$ cat src/rtl/per_label_mean_stddev_top_assert.svh
// ----------------------------------------------------------------------------
// per_label_mean_stddev_top_assert.svh
// Assertion macros used by the per-label statistics top module.
// ----------------------------------------------------------------------------
`ifndef PER_LABEL_MEAN_STDDEV_TOP_ASSERT_SVH
`define PER_LABEL_MEAN_STDDEV_TOP_ASSERT_SVH

// same-cycle implication, quiet during reset
`define PLMS_ASSERT_NOW(lbl, clk, rst, ante, cons, msg) \
   lbl: assert property (@(posedge clk) disable iff (rst) (ante) |-> (cons)) \
      else $error(msg);

// next-cycle implication, quiet during reset
`define PLMS_ASSERT_NXT(lbl, clk, rst, ante, cons, msg) \
   lbl: assert property (@(posedge clk) disable iff (rst) (ante) |=> (cons)) \
      else $error(msg);

`endif

$ cat src/rtl/plms_ram.sv
// ----------------------------------------------------------------------------
// plms_ram
// Simple dual-port RAM, one write and one registered read port.
// ----------------------------------------------------------------------------
module plms_ram #(
   parameter int DATA_W = 8,
   parameter int DEPTH  = 16,
   parameter int ADDR_W = 4
) (
   input  logic              clock,
   input  logic              wr_en,
   input  logic [ADDR_W-1:0] wr_addr,
   input  logic [DATA_W-1:0] wr_data,
   input  logic [ADDR_W-1:0] rd_addr,
   output logic [DATA_W-1:0] rd_data
);

   logic [DATA_W-1:0] mem [DEPTH];
   logic [DATA_W-1:0] rd_data_ff;

   always_ff @(posedge clock) begin
      if (wr_en) begin
         mem[wr_addr] <= wr_data;
      end
      rd_data_ff <= mem[rd_addr];
   end

   assign rd_data = rd_data_ff;

endmodule

$ cat config.mk
export PLATFORM = sky130hd
export DESIGN_NAME = plms_ram
export DESIGN_NICKNAME = d
export VERILOG_FILES = /design/src/rtl/per_label_mean_stddev_top_assert.svh /design/src/rtl/plms_ram.sv
export SDC_FILE = /design/constraint.sdc
export NUM_CORES = 1
export LEC_CHECK = 0
export BUFFER_PORTS_ARGS = -buffer_cell sky130_fd_sc_hd__buf_2
export CORE_MARGIN = 10
export CORE_UTILIZATION = 35
export CTS_CLUSTER_SIZE = 14
export DETAILED_ROUTE_END_ITERATION = 7
export PLACE_DENSITY_LB_ADDON = 0.25
export SKIP_CTS_REPAIR_TIMING = 1
export SLEW_MARGIN = 20
export SYNTH_ARGS = -nofsm -noshare
export SYNTH_HDL_FRONTEND = slang
export SYNTH_SLANG_ARGS = --single-unit
$ cat constraint.sdc
create_clock -name clock -period 4.7 [get_ports clock]
set_input_delay 0 -clock clock [delete_from_list [all_inputs] [get_ports clock]]
set_output_delay 0 -clock clock [all_outputs]
set_load 0.01 [all_outputs]
==> results list <==
- Pwr Total: 2.91 mW
- Arrival time at the worst endpoint: 1.66 ns
- Slew of the pin with the lowest slew margin: 0.982 ns
- Fin Hold WS: 0.0768 ns
* Vias in the first global route: 2583
- By area the synthesized netlist is led by sky130_fd_sc_hd__edfxtp_1 (75%), sky130_fd_sc_hd__mux4_2 (7.9%), sky130_fd_sc_hd__mux4_1 (7.1%), sky130_fd_sc_hd__dfxtp_1 (3.1%), sky130_fd_sc_hd__a22oi_1 (2.3%).
- Result of the run: finished clean
- A synthesized cell averages 22.5 um2.
* Total clock sinks: 136
- For this run the aggregate overflow at the end of global routing stands at 0.
* Sequential standard cell area: 4000 um2
- Clock insertion delay at the later pin of the skew report: 0.41 ns
- For the finished layout, the period the worst path requires is 1.39 ns.
* Total via count after detailed routing: 2405
- Net Count, Synth: 247
- Counting the buffers created by CTS gives 17.
- Max-cap violations: 0
* Leakage power of the design: 2.05 nW
- The worst hold path belongs to the class input pin to register.
- Power density of the placed cells: 471 nW/um2
* Number of endpoints with negative hold slack in the final report: 0
- Proportion of netlist area held by the largest area contributor: 74.7%
- In this run the remaining antenna-violating nets after routing total 0.
- Launch instance of the worst register-to-register path: mem[11][0]
- Multi-input gate area in the final layout: 1060 um2
- Flop-to-flop setup slack: 3.31 ns
* Maximum level of the CTS H-tree: 4
- Using the TritonRoute via totals, the vias-per-cell ratio works out to 5.08.
- Final Setup Violations: 0
- Global routing used 10.8% of the available tracks.
- Of the total synthesized cell area, the portion taken by full adders, half adders and majority gates is 0%.
- Number of standard-cell rows in the floorplan: 44
- Depth of the most critical reg-to-reg path: 3
- Buffers placed on the I/O ports in this run total 25.
- The die covers 20000 um2.
- Sequential elements use 77.8% of the synthesized area.
* Number of enable-type register cells in the synthesized netlist: 128
- Detailed placement ended at an HPWL of 6.51 mm.
- Counting flops with an async set or reset pin after synthesis yields a share of 0%.
- Leaving out fill and tap cells, the most frequent cell in the layout is sky130_fd_sc_hd__edfxtp_1.
- For this configuration, the core starts out at a cell density of 35.6%.
* VDD IR max: 341 uV
- RePlAce Congestion: 0.831
* Worst Setup Start Kind: register
* Startpoint-to-endpoint class of the critical path: register to register
- Dominant cell type by area after synthesis: sky130_fd_sc_hd__edfxtp_1
- The floorplan step defined a core boundary enclosing 14500 um2.
* CTS tree: done
* Clock tree skew after final layout: 0.0116 ns
* Reg clk slew, reported paths: 0.06 ns
- Among all flip-flop cells after synthesis, the most frequent one is sky130_fd_sc_hd__edfxtp_1.
- Highest-count cells in the layout ignoring fill and taps: sky130_fd_sc_hd__edfxtp_1 (128), sky130_fd_sc_hd__buf_2 (25), sky130_fd_sc_hd__mux4_2 (18)
- First-pass GRT wire length: 15.7 mm
- Summing the areas of all xor and xnor instances in the mapped netlist gives 0% of the synthesized area.
- After the first detailed-routing iteration, the DRC count stood at 262.
* R2r endpoint: rd_data[0]
- The first TritonRoute pass finished after 4 iterations.
- Mapped Cells: 229
* Number of antenna repair diodes: 0
* Post-synthesis simple-gate area fraction: 3.18%
- Worst slew slack as a fraction of its limit: 34.3%
- Unrepaired setup endpoints after global routing: false
- The final layout contains routed wiring with a total length of 10.3 mm.
- Average wire length per cell after detail routing: 21.9 um
- Entering global routing, the biggest net connects 33 pins.
- Layout net count: 294
- Based on the critical path, the design can be clocked at up to 722 MHz.
* Share of the clock period used by the worst path after layout: 29.5%
- The post-route netlist has 27.0% of its cells at a drive strength greater than 1.
- Area overhead of the layout relative to synthesis: 19.9%
- Buffer levels on the longest clock path: 2
- Distinct cell type count of the synthesized netlist: 19
- Vert. Die Dim: 141 um
- The synthesized netlist devotes 2.33% of its cell area to compound gates.
* Number of pins exceeding their max-slew limit in the final report: 0
* Hold path endpoint: mem[12][4]
- Chip width: 141 um
- Setup total negative slack on the finished layout was measured at 0 ns.
- Combinational family with the most area after synthesis: multiplexers
- Post-synth design cell area: 5150 um2
* Post-synthesis mux area share: 15.0%
- Synthesis inferred 136 register bits.
- In this run the count of I/O pins placed on the die edge is 26.
* Antenna violations before repair: 0
* Hold depth: 2
- Yosys warns: 0
- The filler cells instantiated in the layout total 1262.
* Critical Path Fanout Max: 1
* Endpoint kind of the worst setup timing path: register
- In this run the most critical hold path is launched from wr_addr[0].
- After detailed routing, the number of remaining DRC violations is 0.
* Critical path data required time: 4.97 ns
- Cell at the root of the clock tree: sky130_fd_sc_hd__clkbuf_16
- Core utilization of the finished layout: 42.6%
-- flip-flops by register name, indices dropped and copies added, names as in the netlist --
name and count:
mem 128, rd_data 8
-- cells in the mapped netlist (2+ instances only) --
library cell                      instances
sky130_fd_sc_hd__nand2_1                  9
sky130_fd_sc_hd__mux4_1                  14
sky130_fd_sc_hd__clkdlybuf4s25_2          3
sky130_fd_sc_hd__mux4_2                  18
sky130_fd_sc_hd__dfxtp_1                  8
sky130_fd_sc_hd__nor2_1                  13
sky130_fd_sc_hd__buf_6                    3
sky130_fd_sc_hd__nand3b_1                 2
sky130_fd_sc_hd__nand2b_1                 2
sky130_fd_sc_hd__edfxtp_1               128
sky130_fd_sc_hd__a22oi_1                 16
sky130_fd_sc_hd__nor3_1                   4
sky130_fd_sc_hd__buf_2                    3
-- critical path: stages, from the launching register on --
cell and delay, ns:
sky130_fd_sc_hd__edfxtp_1 0.36, sky130_fd_sc_hd__mux4_2 0.47, sky130_fd_sc_hd__a22oi_1 0.29, sky130_fd_sc_hd__nand2_1 0.14
-- worst max-delay path by stage --
stage | from | end | slack (ns) | depth (start not counted)
3_3_place_gp | rd_addr[0] | rd_data[5] | 2.91 | 5
3_5_place_dp | rd_addr[0] | rd_data[5] | 2.91 | 5
6_report | mem[11][0] | rd_data[0] | 3.31 | 3
4_1_cts | mem[11][0] | rd_data[0] | 3.31 | 3
2_1_floorplan | wr_addr[2] | mem[0][0] | 3.21 | 2
5_1_grt | mem[9][3] | rd_data[3] | 3.28 | 3
-- kinds of logic after synthesis --
logic type / Yosys count
muxes: 32
buffers and inverters: 10
and+or+nand+nor: 35
DFF: 136
AOI/OAI and AO/OA: 16
-- through the flow --
step | setup slack (ns) | instance area, um2 | cells
floorplan | 3.21 | 5150 | 229
global placement | 2.91 | 5450 | 433
detailed placement | 2.91 | 5450 | 433
CTS | 3.31 | 6090 | 465
global route | 3.28 | 6170 | 473
finish | 3.31 | 6170 | 473
-- final cells by class --
type | count | area share [%]
multi-input cells | 83 | 17.1
flip-flops and latches | 136 | 64.9
well taps | 184 | 3.73
repair buffers | 38 | 3.93
clock inverters | 13 | 3.29
clock buffers | 19 | 7.02
-- where the power goes --
group | switching, mW | internal [mW] | leakage [nW]
clock | 0.477 | 0.937 | 0.297
combinational | 0.0735 | 0.0537 | 0.530
sequential | 0.00858 | 1.36 | 1.22
-- metal layers --
metal | wire, um | track usage (%)
met1 | 4580 | 14.1
met4 | 95 | 3.59
met5 | 0 | 0
met3 | 676 | 3.97
met2 | 5000 | 16.5
No activity file was read; power rests on OpenSTA's default activity.
