--- src/rtl/per_label_mean_stddev_top_assert.svh ---
// ----------------------------------------------------------------------------
// per_label_mean_stddev_top_assert.svh
// Assertion macros used by the per-label statistics top module.
// ----------------------------------------------------------------------------
`ifndef PER_LABEL_MEAN_STDDEV_TOP_ASSERT_SVH
`define PER_LABEL_MEAN_STDDEV_TOP_ASSERT_SVH

// same-cycle implication, quiet during reset
`define PLMS_ASSERT_NOW(lbl, clk, rst, ante, cons, msg) \
   lbl: assert property (@(posedge clk) disable iff (rst) (ante) |-> (cons)) \
      else $error(msg);

// next-cycle implication, quiet during reset
`define PLMS_ASSERT_NXT(lbl, clk, rst, ante, cons, msg) \
   lbl: assert property (@(posedge clk) disable iff (rst) (ante) |=> (cons)) \
      else $error(msg);

`endif

--- src/rtl/plms_pkg.sv ---
// ----------------------------------------------------------------------------
// plms_pkg
// Sizes, store entry layout and sequencer states for per-label statistics.
// ----------------------------------------------------------------------------
package plms_pkg;

   localparam int NUM_LABELS  = 64;
   localparam int MAX_PIXELS  = 1048576;
   localparam int SAMPLE_BITS = 16;
   localparam int FRAC_BITS   = 8;

   // word field widths
   localparam int LABEL_W  = 6;
   localparam int SAMPLE_W = 16;
   localparam int COUNT_W  = 21;
   localparam int MEAN_W   = 24;
   localparam int SD_W     = 24;

   // store geometry
   localparam int ENTRIES = NUM_LABELS - 1;
   localparam int ADDR_W  = (ENTRIES > 1) ? $clog2(ENTRIES) : 1;

   localparam int LOG_PIX = $clog2(MAX_PIXELS);
   localparam int CNT_W   = $clog2(MAX_PIXELS + 1);
   localparam int SUM_W   = SAMPLE_BITS + LOG_PIX;
   localparam int SQ_W    = 2 * SAMPLE_BITS + LOG_PIX;

   // sequential multiplier: SQ_W x SUM_W in MUL_CHUNK-bit slices
   localparam int MUL_CHUNK = 16;
   localparam int MUL_STEPS = (SUM_W + MUL_CHUNK - 1) / MUL_CHUNK;
   localparam int MUL_BR_W  = MUL_STEPS * MUL_CHUNK;
   localparam int MUL_CNT_W = (MUL_STEPS > 1) ? $clog2(MUL_STEPS) : 1;
   localparam int PROD_W    = SQ_W + SUM_W;

   // variance numerator and divider
   localparam int DIFF_W   = CNT_W + SQ_W;
   localparam int NUM_W    = DIFF_W + 2 * FRAC_BITS;
   localparam int DEN_W    = 2 * CNT_W;
   localparam int Q_W      = 2 * (SAMPLE_BITS + FRAC_BITS);
   localparam int DIV_CNT_W = $clog2(Q_W);

   // square root
   localparam int R_W      = SAMPLE_BITS + FRAC_BITS;
   localparam int SQ_CNT_W = $clog2(R_W);

   typedef struct packed {
      logic [CNT_W-1:0] count;
      logic [SUM_W-1:0] sum;
      logic [SQ_W-1:0]  sumsq;
   } entry_type;

   localparam int ENTRY_W = $bits(entry_type);

   typedef enum logic [3:0] {
      S_IDLE,
      S_DRAIN,
      S_READ,
      S_LOAD,
      S_MUL_A,
      S_WAIT_A,
      S_MUL_B,
      S_WAIT_B,
      S_DIV_M,
      S_WAIT_M,
      S_DIV_V,
      S_WAIT_V,
      S_SQRT,
      S_WAIT_S,
      S_EMIT,
      S_FINISH
   } state_type;

endpackage

--- src/rtl/plms_sqrt.sv ---
// ----------------------------------------------------------------------------
// plms_sqrt
// Digit-by-digit integer square root, one root bit per cycle.
// ----------------------------------------------------------------------------
module plms_sqrt (
   input  logic                     clock,
   input  logic                     reset,
   input  logic                     start,
   input  logic [plms_pkg::Q_W-1:0] radicand,
   output logic                     done,
   output logic [plms_pkg::R_W-1:0] root
);

   logic                          busy_ff, done_ff;
   logic [plms_pkg::SQ_CNT_W-1:0] cnt_ff;
   logic [plms_pkg::Q_W-1:0]      rad_ff;
   logic [plms_pkg::R_W:0]        rem_ff;
   logic [plms_pkg::R_W-1:0]      root_ff;
   logic [plms_pkg::R_W+2:0]      shifted, trial;
   logic                          ge;

   assign shifted = {rem_ff, rad_ff[plms_pkg::Q_W-1 -: 2]};
   assign trial   = {1'b0, root_ff, 2'b01};
   assign ge      = shifted >= trial;

   always_ff @(posedge clock) begin
      if (reset) begin
         busy_ff <= 1'b0;
         done_ff <= 1'b0;
         cnt_ff  <= '0;
      end else begin
         done_ff <= 1'b0;
         if (start) begin
            busy_ff <= 1'b1;
            cnt_ff  <= '0;
         end else if (busy_ff) begin
            cnt_ff <= cnt_ff + 1'b1;
            if (cnt_ff == plms_pkg::SQ_CNT_W'(plms_pkg::R_W - 1)) begin
               busy_ff <= 1'b0;
               done_ff <= 1'b1;
            end
         end
      end
   end

   always_ff @(posedge clock) begin
      if (start) begin
         rad_ff  <= radicand;
         rem_ff  <= '0;
         root_ff <= '0;
      end else if (busy_ff) begin
         rad_ff  <= rad_ff << 2;
         rem_ff  <= ge ? (plms_pkg::R_W+1)'(shifted - trial) : shifted[plms_pkg::R_W:0];
         root_ff <= {root_ff[plms_pkg::R_W-2:0], ge};
      end
   end

   assign done = done_ff;
   assign root = root_ff;

endmodule

--- config.mk ---
export PLATFORM = sky130hd
export DESIGN_NAME = plms_sqrt
export DESIGN_NICKNAME = d
export VERILOG_FILES = /design/src/rtl/per_label_mean_stddev_top_assert.svh /design/src/rtl/plms_pkg.sv /design/src/rtl/plms_sqrt.sv
export SDC_FILE = /design/constraint.sdc
export NUM_CORES = 1
export LEC_CHECK = 0
export BUFFER_PORTS_ARGS = -buffer_cell sky130_fd_sc_hd__buf_2
export CORE_MARGIN = 1.5
export CORE_UTILIZATION = 45
export CTS_CLUSTER_SIZE = 40
export DETAILED_ROUTE_END_ITERATION = 6
export MAX_ROUTING_LAYER = met4
export PLACE_DENSITY = 0.74
export SYNTH_ARGS = -nofsm -noshare
export SYNTH_HDL_FRONTEND = slang
export SYNTH_SLANG_ARGS = --single-unit
--- constraint.sdc ---
create_clock -name clock -period 5.4 [get_ports clock]
set_input_delay 0.27 -clock clock [delete_from_list [all_inputs] [get_ports clock]]
set_output_delay 0.27 -clock clock [all_outputs]
set_load 0.02 [all_outputs]
==> flow_summary_export.csv <==
group,metric,value,unit
timing,tightest_slew,1210,ps
die,die_w,117,microns
clocking,worstSkewPairLatency,360,ps
timing,finalClockSkew,10.1,ps
finish,final_util,52.0,%
synthesis,synthArstFlopShare,0,%
die,core_area,0.0126,sq mm
clocking,cts_setup_buffers,0,
detailed_routing,wire_per_inst,16.0,microns
clocking,cts_tree,"yes",
synthesis,yosysWarningCount,0,
power,irDropWorstVdd,0.211,mV
setup_path,cp-start-kind,"flip-flop",
timing,finalSetupTns,0,ps
die,num_rows,41,
clocking,cts_max_level,3,
global_routing,grt_overflow,0,
die,die_area,0.0136,sq mm
detailed_routing,vias,4539,
global_routing,grt_pass1_wl,21.6,mm
global_routing,grt_max_degree,84,
detailed_routing,dr.pass1.iters,5,
clocking,post_cts_resized,0,
timing,setup_viol,0,
detailed_routing,vias_per_cell,5.61,
detailed_routing,ant_nets,0,
clocking,cts_root_buf,"clkbuf_16",
job,maxCapViolCount,0,
global_routing,grt.total_usage,21.0,%
clocking,cts_inserted_buffers,9,
timing,rsz0062_at_grt,"false",
finish,final_cell_mix,"buf_2 (74), nor2_1 (61), dfxtp_1 (55)",
finish,diodes,0,
synthesis,syn_area,0.00582,sq mm
finish,multiInputGateArea,0.00299,sq mm
setup_path,required,5650,ps
timing,slew_viol_final,0,
finish,drive_gt1_share,24.5,%
synthesis,ys.flop_type,"dfxtp_1",
synthesis,synth_area_per_cell,10.0,sq um
synthesis,syn_nets,657,
finish,final-seq-area,0.00256,sq mm
die,die_h,117,microns
detailed_routing,drt_wl_total,13.0,mm
power,p_leak,2.53,nW
timing,finalCriticalPeriod,3260,ps
synthesis,synth_top_cell_by_area,"edfxtp_1",
finish,final_common_cell,"buf_2",
placed_design,portBuffers,75,
placed_design,gp_congestion,0.892,
placed_design,hpwl,8.89,mm
detailed_routing,drtIter0Drc,304,
setup_path,worst_ep_arrival_time,3520,ps
timing,slew_headroom,19.5,%
min_path,min_path_type,"in -> reg",
global_routing,grt_pass1_vias,4486,
detailed_routing,drc,0,
clocking,clk_pin_slew_worst_paths,80,ps
run_status,status,"completed",
synthesis,synth-seq-cells,104,
die,start_util,46.1,%
setup_path,worstPathMaxFanout,24,
synthesis,seq_area_frac_synth,44.1,%
clocking,cts_max_path_buffers,2,
synthesis,yosysUniqueCellTypes,62,
finish,fin_nets,710,
synthesis,yosys-top-cells-area,"edfxtp_1 (25%), dfxtp_1 (19%), mux2_2 (9.1%), ha_1 (5.8%), mux2i_1 (4.3%)",
clocking,cts.sink_count,104,
synthesis,yosysTopAreaCellShare,24.8,%
power,power_density,456,mW/mm^2
timing,max_freq,306,MHz
setup_path,crit_type,"reg -> reg",
die,pin_count,76,
clocking,postCtsHoldBufs,0,
synthesis,syn_inst,579,
finish,fill_cells,1157,
timing,fin_crit_sh,60.5,%
timing,hold_viol_final,0,
synthesis,synth_edf_count,48,
global_routing,antenna_found_initial,0,
finish,area_growth_syn_to_layout,12.8,%
setup_path,crit_path_end_kind,"flip-flop",
## layout make-up
class                   instances  share of cell area, %
clock buffers                  10                   3.49
clock inverters                 6                  0.839
inverters                      28                   1.60
multi-input cells             411                   45.6
flip-flops and latches        104                   39.1
well taps                     172                   3.28
repair buffers                 78                   6.10
## per-stage QoR
stage / total power, mW / hold slack (ps) / area, sq um / std cells / worst slack, ps
3_3_place_gp: 2.32 / 436 / 6280 / 793 / 2420
2_1_floorplan: 2.08 / 342 / 5820 / 579 / 2880
5_1_grt: 3.19 / 87.6 / 6560 / 809 / 1930
4_1_cts: 2.99 / 58.8 / 6560 / 809 / 2230
3_5_place_dp: 2.34 / 438 / 6280 / 793 / 2300
6_report: 2.99 / 71.0 / 6560 / 809 / 2140
## path summary, 6_finish.rpt
path	depth (start not counted)	slack, ps	startpoint	to
min	2	70	reset	busy_ff
min reg2reg	2	490	rem_ff[23]	rem_ff[23]
max	9	2140	root[6]	rem_ff[14]
max reg2reg	9	2140	root[6]	rem_ff[14]
## Yosys cell counts, drive strengths merged (20+ instances only)
cell type,instances
o21ai,30
dfxtp,56
nand3,20
nand2,30
mux2i,25
ha,27
nor2,62
mux2,47
clkbuf,21
a21oi,27
a311oi,21
edfxtp,48
inv,28
## cells by family (layout without fill, tap and decap cells)
logic type | count (synthesis) | in the layout | synth area share [%]
buf+inv | 64 | 122 | 4.58
simple gates | 164 | 164 | 13.7
xor+xnor | 22 | 22 | 3.31
fa+ha+maj | 27 | 27 | 5.81
flops | 104 | 104 | 44.1
compound gates | 126 | 126 | 15.1
mux | 72 | 72 | 13.4
## per-layer routing
| layer | global-route usage (%) | routed length, microns | up-vias |
|---|---|---|---|
| met1 | 26.2 | 5800 | 2139 |
| met2 | 33.4 | 6150 | 131 |
| met3 | 3.84 | 719 | 22 |
| met4 | 9.24 | 308 | 0 |
| met5 | - | 0 | - |
| li1 | - | - | 2247 |
## critical path, cell delays in order (launching register included)
cell      delay (ps)
dfxtp_1          370
inv_1             60
ha_1             370
a21oi_1          200
o21ai_1          160
a21oi_1          330
a21oi_1          170
o21ai_2          940
nand2_1          200
a311oi_1         350
## power by group
part           switching (mW)  leakage (nW)  total, mW  internal, mW
clock network           0.318         0.140      0.642         0.324
logic                   0.845          1.45       1.36         0.519
registers              0.0651         0.941      0.989         0.924
total                    1.23          2.53       2.99          1.77
## state kept, by name (all words and copies together) (netlist names)
register / flops
busy_ff: 1
cnt_ff: 5
done: 1
rad_ff: 48
rem_ff: 25
root: 24
Power figures use the tool's default switching activity.
