===== config.mk =====
export PLATFORM = sky130hd
export DESIGN_NAME = plms_div
export DESIGN_NICKNAME = d
export VERILOG_FILES = /design/src/rtl/per_label_mean_stddev_top_assert.svh /design/src/rtl/plms_pkg.sv /design/src/rtl/plms_div.sv
export SDC_FILE = /design/constraint.sdc
export NUM_CORES = 1
export LEC_CHECK = 0
export BUFFER_PORTS_ARGS = -buffer_cell sky130_fd_sc_hd__buf_4
export CAP_MARGIN = 10
export CORE_MARGIN = 4
export CORE_UTILIZATION = 30
export DETAILED_ROUTE_END_ITERATION = 6
export PLACE_DENSITY = 0.51
export REMOVE_ABC_BUFFERS = 1
export SLEW_MARGIN = 25
export SYNTH_ARGS = -nofsm -noshare
export SYNTH_HDL_FRONTEND = slang
export SYNTH_SLANG_ARGS = --single-unit

===== constraint.sdc =====
create_clock -name clock -period 6.6 [get_ports clock]
set_input_delay 1.32 -clock clock [delete_from_list [all_inputs] [get_ports clock]]
set_output_delay 1.32 -clock clock [all_outputs]
set_load 0.01 [all_outputs]

===== src/rtl/per_label_mean_stddev_top_assert.svh =====
// ----------------------------------------------------------------------------
// per_label_mean_stddev_top_assert.svh
// Assertion macros used by the per-label statistics top module.
// ----------------------------------------------------------------------------
`ifndef PER_LABEL_MEAN_STDDEV_TOP_ASSERT_SVH
`define PER_LABEL_MEAN_STDDEV_TOP_ASSERT_SVH

// same-cycle implication, quiet during reset
`define PLMS_ASSERT_NOW(lbl, clk, rst, ante, cons, msg) \
   lbl: assert property (@(posedge clk) disable iff (rst) (ante) |-> (cons)) \
      else $error(msg);

// next-cycle implication, quiet during reset
`define PLMS_ASSERT_NXT(lbl, clk, rst, ante, cons, msg) \
   lbl: assert property (@(posedge clk) disable iff (rst) (ante) |=> (cons)) \
      else $error(msg);

`endif


===== src/rtl/plms_pkg.sv =====
// ----------------------------------------------------------------------------
// plms_pkg
// Sizes, store entry layout and sequencer states for per-label statistics.
// ----------------------------------------------------------------------------
package plms_pkg;

   localparam int NUM_LABELS  = 64;
   localparam int MAX_PIXELS  = 1048576;
   localparam int SAMPLE_BITS = 16;
   localparam int FRAC_BITS   = 8;

   // word field widths
   localparam int LABEL_W  = 6;
   localparam int SAMPLE_W = 16;
   localparam int COUNT_W  = 21;
   localparam int MEAN_W   = 24;
   localparam int SD_W     = 24;

   // store geometry
   localparam int ENTRIES = NUM_LABELS - 1;
   localparam int ADDR_W  = (ENTRIES > 1) ? $clog2(ENTRIES) : 1;

   localparam int LOG_PIX = $clog2(MAX_PIXELS);
   localparam int CNT_W   = $clog2(MAX_PIXELS + 1);
   localparam int SUM_W   = SAMPLE_BITS + LOG_PIX;
   localparam int SQ_W    = 2 * SAMPLE_BITS + LOG_PIX;

   // sequential multiplier: SQ_W x SUM_W in MUL_CHUNK-bit slices
   localparam int MUL_CHUNK = 16;
   localparam int MUL_STEPS = (SUM_W + MUL_CHUNK - 1) / MUL_CHUNK;
   localparam int MUL_BR_W  = MUL_STEPS * MUL_CHUNK;
   localparam int MUL_CNT_W = (MUL_STEPS > 1) ? $clog2(MUL_STEPS) : 1;
   localparam int PROD_W    = SQ_W + SUM_W;

   // variance numerator and divider
   localparam int DIFF_W   = CNT_W + SQ_W;
   localparam int NUM_W    = DIFF_W + 2 * FRAC_BITS;
   localparam int DEN_W    = 2 * CNT_W;
   localparam int Q_W      = 2 * (SAMPLE_BITS + FRAC_BITS);
   localparam int DIV_CNT_W = $clog2(Q_W);

   // square root
   localparam int R_W      = SAMPLE_BITS + FRAC_BITS;
   localparam int SQ_CNT_W = $clog2(R_W);

   typedef struct packed {
      logic [CNT_W-1:0] count;
      logic [SUM_W-1:0] sum;
      logic [SQ_W-1:0]  sumsq;
   } entry_type;

   localparam int ENTRY_W = $bits(entry_type);

   typedef enum logic [3:0] {
      S_IDLE,
      S_DRAIN,
      S_READ,
      S_LOAD,
      S_MUL_A,
      S_WAIT_A,
      S_MUL_B,
      S_WAIT_B,
      S_DIV_M,
      S_WAIT_M,
      S_DIV_V,
      S_WAIT_V,
      S_SQRT,
      S_WAIT_S,
      S_EMIT,
      S_FINISH
   } state_type;

endpackage


===== src/rtl/plms_div.sv =====
// ----------------------------------------------------------------------------
// plms_div
// Restoring divider, one quotient bit per cycle, Q_W bits.
// ----------------------------------------------------------------------------
module plms_div (
   input  logic                       clock,
   input  logic                       reset,
   input  logic                       start,
   input  logic [plms_pkg::NUM_W-1:0] dividend,
   input  logic [plms_pkg::DEN_W-1:0] divisor,
   output logic                       done,
   output logic [plms_pkg::Q_W-1:0]   quotient
);

   logic                           busy_ff, done_ff;
   logic [plms_pkg::DIV_CNT_W-1:0] cnt_ff;
   logic [plms_pkg::DEN_W-1:0]     den_ff, rem_ff, rem_in;
   logic [plms_pkg::Q_W-1:0]       low_ff;
   logic [plms_pkg::DEN_W:0]       trial;
   logic                           ge;

   // caller guarantees the high part of the dividend is below the divisor
   assign trial  = {rem_ff, low_ff[plms_pkg::Q_W-1]};
   assign ge     = trial >= {1'b0, den_ff};
   assign rem_in = ge ? plms_pkg::DEN_W'(trial - {1'b0, den_ff})
                      : trial[plms_pkg::DEN_W-1:0];

   always_ff @(posedge clock) begin
      if (reset) begin
         busy_ff <= 1'b0;
         done_ff <= 1'b0;
         cnt_ff  <= '0;
      end else begin
         done_ff <= 1'b0;
         if (start) begin
            busy_ff <= 1'b1;
            cnt_ff  <= '0;
         end else if (busy_ff) begin
            cnt_ff <= cnt_ff + 1'b1;
            if (cnt_ff == plms_pkg::DIV_CNT_W'(plms_pkg::Q_W - 1)) begin
               busy_ff <= 1'b0;
               done_ff <= 1'b1;
            end
         end
      end
   end

   always_ff @(posedge clock) begin
      if (start) begin
         den_ff <= divisor;
         rem_ff <= plms_pkg::DEN_W'(dividend[plms_pkg::NUM_W-1:plms_pkg::Q_W]);
         low_ff <= dividend[plms_pkg::Q_W-1:0];
      end else if (busy_ff) begin
         rem_ff <= rem_in;
         low_ff <= {low_ff[plms_pkg::Q_W-2:0], ge};
      end
   end

   assign done     = done_ff;
   assign quotient = low_ff;

endmodule


==> results.md <==
* Status: finished clean
* DP Worst Slack at 2.69 ns
* Crit Path Category: reg2reg
* Total core area at 27,800 um2
* Placed wire-length estimate at 16.4 mm
* CP Max Fanout at 68
* Synth Register Bits at 140
* Logic gate share of total power at 0.386
* Layout cells sized above 1 at 0.324
* Per-cell routed wire length at 16.8 um
* Final Hold Vio Count at 0
* Unrepaired setup endpoints after global routing: no
* Initial antenna violation count at 1
* Floorplan die width at 176 um
* Slew headroom at 0.439
* Latest clock arrival within the worst-skew pair at 0.43 ns
* Final count of pins violating max slew at 0
* Post-Synthesis Cells at 770
* Layout area overhead at 27.4%
* Vias in the first global route at 6,739
* DRC viols at 0
* Fill count at 2,814
* CTS Hold Bufs at 0
* First-pass GRT wire length at 35.7 mm
* Final WS setup at 3.09 ns
* Final Cycle Share at 0.531
* GRT Resource Usage Total at 0.146
* Die area at 30,900 um2
* Post-Syn Area per Cell at 11.0 um2
* Iteration-0 DRC Markers at 272
* Clock-pin slew on the worst setup and hold paths at 0.06 ns
* I/O Pins at 183
* Clk sinks at 140
* Post-synth EDFFs at 131
* Slew at the pin with the worst max-slew slack at 0.841 ns
* Number of port buffers at 182
* Top cells by area, synth: edfxtp_1, mux2_2, ha_1
* Sequential fraction of the synthesis area at 0.487
* CP required at 6.77 ns
* Post-synth top area share at 0.466
* DRT Wirelength at 22.5 mm
* Crit end category: flip-flop
* Netlist cell types at 68
* VDD IR max at 0.194 mV
* Total power at 0.00360 W
* Switching power at 0.00126 W
* Crit path launch type: flip-flop
* Inst Count DP at 1,301
* Clock skew at 0.0139 ns
* Grt ovf at 0
* Leak at 4.43 nW
* Vias at 6,459
* Final setup vio count at 0
* Clk pwr share at 0.276
* Total CTS buffers at 17
* Max Freq at 285 MHz
* Arr. time, crit path at 3.68 ns
* Gp weighted congestion at 0.789
* Register area at 4110 um2
* Mapped cell area at 8450 um2
* HP Class: reg2reg
* Antenna cell count at 0
* Post-route ant nets at 0
* CTS H-tree depth at 4
* Number of post-CTS setup repair buffers at 0
* Ys flop type: edfxtp_1
* CTS tree: built
* Final setup TNS at 0 ns
* Switching Share at 0.351
* Largest net degree at the start of global routing at 69
* Pint at 0.00233 W
* Async SR Flop Fraction at 0
* Starting Density at 0.304
* First-pass DRT Iterations at 4
* Longest Clk Path Bufs at 2
* Cts repair resizes at 0
* Via density at 4.85
* Die H at 176 um
* Fin nets at 1,120
* Finished Layout Cells at 1,333
* Fin crit period at 3.51 ns
* Yosys warns at 0
* Top cell type by total area after synthesis: edfxtp_1
* Seq pwr share at 0.338
* MaxCap Viol Count at 0
* Pwr dens at 334 nW/um2
* Root Driver: clkbuf_16
* Row cnt at 61
* Area of the multi-input gates at 3960 um2
-- per-stage QoR --
step | hold slack, ns | util | cell area, um2
3_3_place_gp | 0.475 | 0.365 | 10200
2_1_floorplan | 0.458 | - | 8270
6_report | 0.499 | 0.387 | 10800
4_1_cts | 0.495 | 0.387 | 10800
5_1_grt | 0.540 | 0.387 | 10800
3_5_place_dp | 0.483 | 0.365 | 10200
-- per-layer routing --
layer | vias up | track usage | wire [um] | share of wire
li1 | 3205 | - | - | -
met1 | 3049 | 0.182 | 9760 | 0.43
met2 | 185 | 0.233 | 10400 | 0.46
met3 | 18 | 0.0637 | 2010 | 0.089
met4 | 2 | 0.0396 | 250 | 0.011
met5 | - | 0 | 13 | 0.00058
-- flip-flops by register name (all words and copies together), names as in the netlist --
name and flops:
cnt_ff 6, quotient 48, busy_ff 1, done 1
rem_ff 42, den_ff 42
-- cell usage in the layout, fill, tap and decap left out, drive strengths merged, types with 6 or more instances in the layout --
master   count
o21ai       39
a31oi        7
a2bb2oi     10
buf        186
a21o        25
xnor2       18
dfxtp        9
nand2       55
nand3       13
nor2        48
inv         59
or3         10
a211oi       6
and2         6
nand4       12
xor2        17
clkbuf      22
nor3        18
edfxtp     131
mux2        67
a21oi       78
ha          43
-- cell type report --
type | instances | area share
Inverter | 56 | 0.0195
Sequential cell | 140 | 0.382
Timing Repair Buffer | 186 | 0.130
Multi-Input combinational cell | 541 | 0.368
Clock buffer | 22 | 0.0472
Clock inverter | 10 | 0.00919
Tap cell | 378 | 0.0440
-- synthesized netlist by cell type, types with 11 or more instances --
cell type / number
a21o_1: 25
a21oi_1: 77
clkbuf_1: 18
edfxtp_1: 131
ha_1: 43
inv_1: 55
mux2_2: 67
nand2_1: 55
nand3_1: 13
nand4_1: 11
nor2_1: 38
nor3_1: 18
o21ai_0: 34
xnor2_1: 18
xor2_1: 17
-- critical path, stage by stage (launching register included) --
cell and delay, ns:
edfxtp_1 0.40, ha_1 0.46, and4_1 0.28, and2_2 0.19
nand4_2 0.14, nor4_1 0.38, a311o_1 0.31, a211o_4 0.58
a21oi_1 0.14, mux2_2 0.30
-- worst paths after layout --
path	startpoint	endpoint	slack (ns)	cells past startpoint
setup / recovery	rem_ff[24]$_DFFE_PP_	rem_ff[31]$_DFFE_PP_	3.09	9
hold / removal	cnt_ff[5]$_SDFFE_PP0P_	cnt_ff[5]$_SDFFE_PP0P_	0.50	2
setup reg to reg	rem_ff[24]$_DFFE_PP_	rem_ff[31]$_DFFE_PP_	3.09	9
hold reg to reg	cnt_ff[5]$_SDFFE_PP0P_	cnt_ff[5]$_SDFFE_PP0P_	0.50	2
-- cell families (layout without fill, tap and decap cells) --
kind of cell | Yosys count | after routing | share of synthesized area
compound gates | 205 | 205 | 0.163
xor+xnor | 35 | 35 | 0.0363
fa+ha+maj | 44 | 44 | 0.0661
buf+inv | 89 | 274 | 0.0461
flops | 140 | 140 | 0.487
mux | 72 | 72 | 0.0952
simple gates | 185 | 185 | 0.107
-- power by group through the flow --
stage	registers, W	clock network (W)	logic [W]
detailed placement	0.00123	0	0.00140
global route	0.00123	0.00106	0.00156
floorplan	0.00123	0	0.000982
CTS	0.00122	0.00103	0.00140
global placement	0.00123	0	0.00139
finish	0.00122	0.000993	0.00139
(Power assumes the default switching activity.)
