**config.mk**
```make
export PLATFORM = sky130hd
export DESIGN_NAME = plms_mul
export DESIGN_NICKNAME = d
export VERILOG_FILES = /design/src/rtl/per_label_mean_stddev_top_assert.svh /design/src/rtl/plms_pkg.sv /design/src/rtl/plms_mul.sv
export SDC_FILE = /design/constraint.sdc
export NUM_CORES = 2
export LEC_CHECK = 0
export BUFFER_PORTS_ARGS = -buffer_cell sky130_fd_sc_hd__buf_2
export CORE_UTILIZATION = 32
export DETAILED_ROUTE_END_ITERATION = 12
export PLACE_DENSITY_LB_ADDON = 0.25
export SYNTH_ARGS = -nofsm -noshare
export SYNTH_HDL_FRONTEND = slang
export SYNTH_SLANG_ARGS = --single-unit
```
**constraint.sdc**
```tcl
create_clock -name clock -period 17.7 [get_ports clock]
set_input_delay 0 -clock clock [delete_from_list [all_inputs] [get_ports clock]]
set_output_delay 0 -clock clock [all_outputs]
set_load 0.01 [all_outputs]
```
**src/rtl/per_label_mean_stddev_top_assert.svh**
```systemverilog
// ----------------------------------------------------------------------------
// per_label_mean_stddev_top_assert.svh
// Assertion macros used by the per-label statistics top module.
// ----------------------------------------------------------------------------
`ifndef PER_LABEL_MEAN_STDDEV_TOP_ASSERT_SVH
`define PER_LABEL_MEAN_STDDEV_TOP_ASSERT_SVH

// same-cycle implication, quiet during reset
`define PLMS_ASSERT_NOW(lbl, clk, rst, ante, cons, msg) \
   lbl: assert property (@(posedge clk) disable iff (rst) (ante) |-> (cons)) \
      else $error(msg);

// next-cycle implication, quiet during reset
`define PLMS_ASSERT_NXT(lbl, clk, rst, ante, cons, msg) \
   lbl: assert property (@(posedge clk) disable iff (rst) (ante) |=> (cons)) \
      else $error(msg);

`endif

```
**src/rtl/plms_pkg.sv**
```systemverilog
// ----------------------------------------------------------------------------
// plms_pkg
// Sizes, store entry layout and sequencer states for per-label statistics.
// ----------------------------------------------------------------------------
package plms_pkg;

   localparam int NUM_LABELS  = 64;
   localparam int MAX_PIXELS  = 1048576;
   localparam int SAMPLE_BITS = 16;
   localparam int FRAC_BITS   = 8;

   // word field widths
   localparam int LABEL_W  = 6;
   localparam int SAMPLE_W = 16;
   localparam int COUNT_W  = 21;
   localparam int MEAN_W   = 24;
   localparam int SD_W     = 24;

   // store geometry
   localparam int ENTRIES = NUM_LABELS - 1;
   localparam int ADDR_W  = (ENTRIES > 1) ? $clog2(ENTRIES) : 1;

   localparam int LOG_PIX = $clog2(MAX_PIXELS);
   localparam int CNT_W   = $clog2(MAX_PIXELS + 1);
   localparam int SUM_W   = SAMPLE_BITS + LOG_PIX;
   localparam int SQ_W    = 2 * SAMPLE_BITS + LOG_PIX;

   // sequential multiplier: SQ_W x SUM_W in MUL_CHUNK-bit slices
   localparam int MUL_CHUNK = 16;
   localparam int MUL_STEPS = (SUM_W + MUL_CHUNK - 1) / MUL_CHUNK;
   localparam int MUL_BR_W  = MUL_STEPS * MUL_CHUNK;
   localparam int MUL_CNT_W = (MUL_STEPS > 1) ? $clog2(MUL_STEPS) : 1;
   localparam int PROD_W    = SQ_W + SUM_W;

   // variance numerator and divider
   localparam int DIFF_W   = CNT_W + SQ_W;
   localparam int NUM_W    = DIFF_W + 2 * FRAC_BITS;
   localparam int DEN_W    = 2 * CNT_W;
   localparam int Q_W      = 2 * (SAMPLE_BITS + FRAC_BITS);
   localparam int DIV_CNT_W = $clog2(Q_W);

   // square root
   localparam int R_W      = SAMPLE_BITS + FRAC_BITS;
   localparam int SQ_CNT_W = $clog2(R_W);

   typedef struct packed {
      logic [CNT_W-1:0] count;
      logic [SUM_W-1:0] sum;
      logic [SQ_W-1:0]  sumsq;
   } entry_type;

   localparam int ENTRY_W = $bits(entry_type);

   typedef enum logic [3:0] {
      S_IDLE,
      S_DRAIN,
      S_READ,
      S_LOAD,
      S_MUL_A,
      S_WAIT_A,
      S_MUL_B,
      S_WAIT_B,
      S_DIV_M,
      S_WAIT_M,
      S_DIV_V,
      S_WAIT_V,
      S_SQRT,
      S_WAIT_S,
      S_EMIT,
      S_FINISH
   } state_type;

endpackage

```
**src/rtl/plms_mul.sv**
```systemverilog
// ----------------------------------------------------------------------------
// plms_mul
// Sequential multiplier, one MUL_CHUNK-bit slice of b per cycle.
// ----------------------------------------------------------------------------
module plms_mul (
   input  logic                        clock,
   input  logic                        reset,
   input  logic                        start,
   input  logic [plms_pkg::SQ_W-1:0]   a,
   input  logic [plms_pkg::SUM_W-1:0]  b,
   output logic                        done,
   output logic [plms_pkg::PROD_W-1:0] product
);

   logic                           busy_ff, done_ff;
   logic [plms_pkg::MUL_CNT_W-1:0] cnt_ff;
   logic [plms_pkg::SQ_W-1:0]      a_ff;
   logic [plms_pkg::MUL_BR_W-1:0]  b_ff;
   logic [plms_pkg::PROD_W-1:0]    acc_ff, acc_in;
   logic [plms_pkg::SQ_W+plms_pkg::MUL_CHUNK-1:0] part;

   assign part   = a_ff * b_ff[plms_pkg::MUL_CHUNK-1:0];
   assign acc_in = acc_ff + (plms_pkg::PROD_W'(part) << (plms_pkg::MUL_CHUNK * cnt_ff));

   always_ff @(posedge clock) begin
      if (reset) begin
         busy_ff <= 1'b0;
         done_ff <= 1'b0;
         cnt_ff  <= '0;
      end else begin
         done_ff <= 1'b0;
         if (start) begin
            busy_ff <= 1'b1;
            cnt_ff  <= '0;
         end else if (busy_ff) begin
            cnt_ff <= cnt_ff + 1'b1;
            if (cnt_ff == plms_pkg::MUL_CNT_W'(plms_pkg::MUL_STEPS - 1)) begin
               busy_ff <= 1'b0;
               done_ff <= 1'b1;
            end
         end
      end
   end

   always_ff @(posedge clock) begin
      if (start) begin
         a_ff   <= a;
         b_ff   <= plms_pkg::MUL_BR_W'(b);
         acc_ff <= '0;
      end else if (busy_ff) begin
         b_ff   <= b_ff >> plms_pkg::MUL_CHUNK;
         acc_ff <= acc_in;
      end
   end

   assign done    = done_ff;
   assign product = acc_ff;

endmodule

```
==> run summary <==
YOSYS
----------------------------------------------------------------------------------------
Most common flop cell mapped by yosys                                            dfxtp_1
Sequential-to-total area share from yosys stat                                    11.60%
Top area cells in the synthesized netlist                                   fa_1 (36%), inv_1 (7.9%), ha_1 (7.4%)
Share of synthesized flip-flops with an asynchronous set or reset                     0%
Combined area of all synthesized cells                                         38650 um2
Yosys top cell by area                                                              fa_1
Number of library cell types mapped by synthesis                                      88
Post-Synthesis Mean Instance Area                                              8.512 um2
Count of flip-flops with a built-in enable after synthesis                            88
Cell count after synthesis                                                          4541
Syn Nets                                                                            5559
Seq cells post-synth                                                                 180
YS warnings                                                                            0
Fraction of synthesized cell area taken by the top area cell type                 36.20%

DIE
----------------------------------------------------------------------------------------
Core Box Area                                                                 119800 um2
Initial cell density of the core                                                  32.26%
Die area                                                                      122200 um2
Die boundary width                                                              349.5 um
Ports placed on the boundary                                                         180
Chip height                                                                     349.5 um
Number of standard-cell rows in the floorplan                                        127

WORST SETUP PATH
----------------------------------------------------------------------------------------
Slowest stage cell on the critical path                                            buf_4
Startpoint of the worst setup timing path                                        b_ff[5]
Worst setup slack for register-to-register paths                                 6.64 ns
Critical path's most frequent cell                                                  fa_1
Peak per-stage delay on the critical path                                        0.56 ns
FF-to-FF End                                                                 product[80]
RR Startpoint                                                                    b_ff[5]
Kind of start point of the critical path                                        register
Required time at the worst-slack endpoint                                       18.14 ns
Critical Path Fanout Max                                                              52
Category of the worst setup path capture point                                  register
Worst Setup Path Type                                                            reg2reg
Data arrival time of the critical path                                          11.50 ns
Crit path to                                                                 product[80]
Number of cell instances on the worst register-to-register path                       35

CLOCK TREE
----------------------------------------------------------------------------------------
Hold Buf Count CTS                                                                    90
Clock transition at the registers of the reported paths                          0.09 ns
Htree depth                                                                            4
CTS tree                                                                            done
Root Driver                                                                    clkbuf_16
Count of instances resized after the clock tree is built                               0
Skew-Pair Late Insertion Delay                                                   0.56 ns
Clock sinks                                                                          180
Buffer count from post-CTS setup fixing                                                0
Number of buffers added by the clock tree synthesis step                              17
Maximum number of buffers from clock root to sink                                      2

CELLS AND AREA
----------------------------------------------------------------------------------------
Post-route core utilization                                                       35.38%
Layout cell share with drive strength beyond 1                                    6.657%
Filler cell count                                                                  12670
N_diodes                                                                               0
Syn-to-layout area delta                                                          9.669%
Net count of the finished layout                                                    5632

TIMING
----------------------------------------------------------------------------------------
Setup total negative slack                                                          0 ns
Relative slew slack                                                               38.92%
Count of endpoints failing hold in the final timing report                             0
Max Clk Rate                                                                 0.09038 GHz
Final worst-path cycle share                                                      62.51%
Setup repair after global routing missed its margin                                   no
Post-route worst setup slack                                                    6.635 ns
Number of failing setup endpoints in the final timing report                           0
Crit path time final                                                            11.06 ns
Transition time at the pin with the least slew margin                          0.9161 ns
Max Slew Vio Count                                                                     0
Post-Route Skew                                                               0.02715 ns

PLACED DESIGN
----------------------------------------------------------------------------------------
Dpl hpwl                                                                        97700 um
Total of buffers placed on input and output ports                                    179
Worst setup timing slack at the placement stage                                 6.799 ns
Routability cong.                                                                 0.9296

GLOBAL ROUTING
----------------------------------------------------------------------------------------
Final global-route overflow total                                                      0
Largest net degree at the start of global routing                                     67
GRT Overall Usage                                                                 20.70%
Wire length of the first global-routing pass                                   194200 um
Via count of the first global-routing pass                                         32480
Antenna violations before repair                                                       3

DETAILED ROUTING
----------------------------------------------------------------------------------------
Total DRC errors in the routed layout                                                  0
Total via count after detailed routing                                             31300
Detail Route Antenna Nets                                                              0
Final WL                                                                       122200 um
Violation count after the first detailed-route iteration                            2039
Post-detailed-route wirelength per cell                                         19.58 um
Number of search-and-repair iterations in the first detailed-routing pass              5
Post-DR vias/cell                                                                  5.017

FLOW RUN
----------------------------------------------------------------------------------------
Max Cap Violations                                                                     0

STATUS
----------------------------------------------------------------------------------------
Outcome                                                                     finished, final reports clean

HOLD PATH
----------------------------------------------------------------------------------------
Class of the tightest hold or removal check                                       in2reg

[placed cells by master, fill, tap and decap left out, types with 35 or more instances in the layout]
cell type / synthesis / final
inv_1: 812 / 811
nand2_1: 756 / 756
fa_1: 699 / 699
and2_1: 295 / 295
ha_1: 228 / 228
a21oi_1: 213 / 213
nor2_1: 196 / 195
buf_2: 3 / 178
o21ai_0: 137 / 137
a21o_1: 101 / 101
dfxtp_1: 92 / 90
dlygate4sd3_1: 0 / 90
edfxtp_1: 88 / 88
xnor2_1: 86 / 86
mux2i_1: 63 / 63
xor2_1: 56 / 56
nand4_1: 37 / 37
nor3_1: 35 / 35
[layer usage]
layer | global-route usage [%] | routed length, um
met1 | 28.51 | 55660
met2 | 34.22 | 58260
met3 | 2.796 | 5873
met4 | 4.950 | 2363
met5 | 0 | 13
[synthesized netlist by cell type, types with 15 or more instances]
library cell    n
a211oi_1       18
a21o_1        101
a21oi_1       213
a31oi_1        27
and2_1        295
and3_1         22
clkbuf_1      236
dfxtp_1        92
edfxtp_1       88
fa_1          699
ha_1          228
inv_1         812
mux2_2         28
mux2i_1        63
nand2_1       756
nand2b_1       20
nand3_1        33
nand4_1        37
nor2_1        196
nor2b_1        15
nor3_1         35
o21a_1         15
o21ai_0       137
o21bai_1       29
xnor2_1        86
xor2_1         56
[worst min-delay path by stage]
stage                     start        to  slack (ns)  cells after the start
final                     a[41]  a_ff[41]        0.16                      2
after global routing      a[42]  a_ff[42]        0.14                      2
after CTS                  a[3]   a_ff[3]        0.11                      2
after detailed placement   a[2]   a_ff[2]        0.18                      1
after global placement     a[2]   a_ff[2]        0.18                      1
after floorplan           reset   busy_ff        0.07                      1
[state kept, by name, indices dropped and copies added, names as in the netlist]
register	cells
a_ff	52
b_ff	36
busy_ff	1
cnt_ff	2
done	1
product	88
[critical path: cells and delay by family, from the launching register on]
family,cells,cell delay (ns)
compound gates,16,4.48
fa+ha+maj,8,3.68
buf+inv,5,0.80
simple gates,3,0.72
xor+xnor,2,0.68
flops,1,0.33
mux,1,0.22
[cell families after synthesis]
kind of cell | share of synthesized area (%)
simple gates | 17.35
buf+inv | 10.31
fa+ha+maj | 43.58
compound gates | 11.43
flops | 11.60
xor+xnor | 3.218
mux | 2.505
[per-stage QoR]
step | cell area, um2 | instances | hold WS (ns)
floorplan | 38650 | 4541 | 0.07238
global route | 42390 | 6239 | 0.1379
global placement | 40890 | 6117 | 0.1783
detailed placement | 40890 | 6117 | 0.1781
finish | 42390 | 6239 | 0.1580
CTS | 42390 | 6239 | 0.1114
[cell type report]
type	count	area, um2	area share (%)
Multi-Input combinational cell	3301	30190	71.21
Sequential cell	180	4487	10.58
Inverter	812	3048	7.190
Timing Repair Buffer	302	2051	4.838
Tap cell	1612	2017	4.758
Clock buffer	17	425.4	1.004
Clock inverter	15	175.2	0.4132
Power is left out: the tool's default activity adds up to more than one toggle a clock period on the data nets, which glitch-free logic cannot reach.
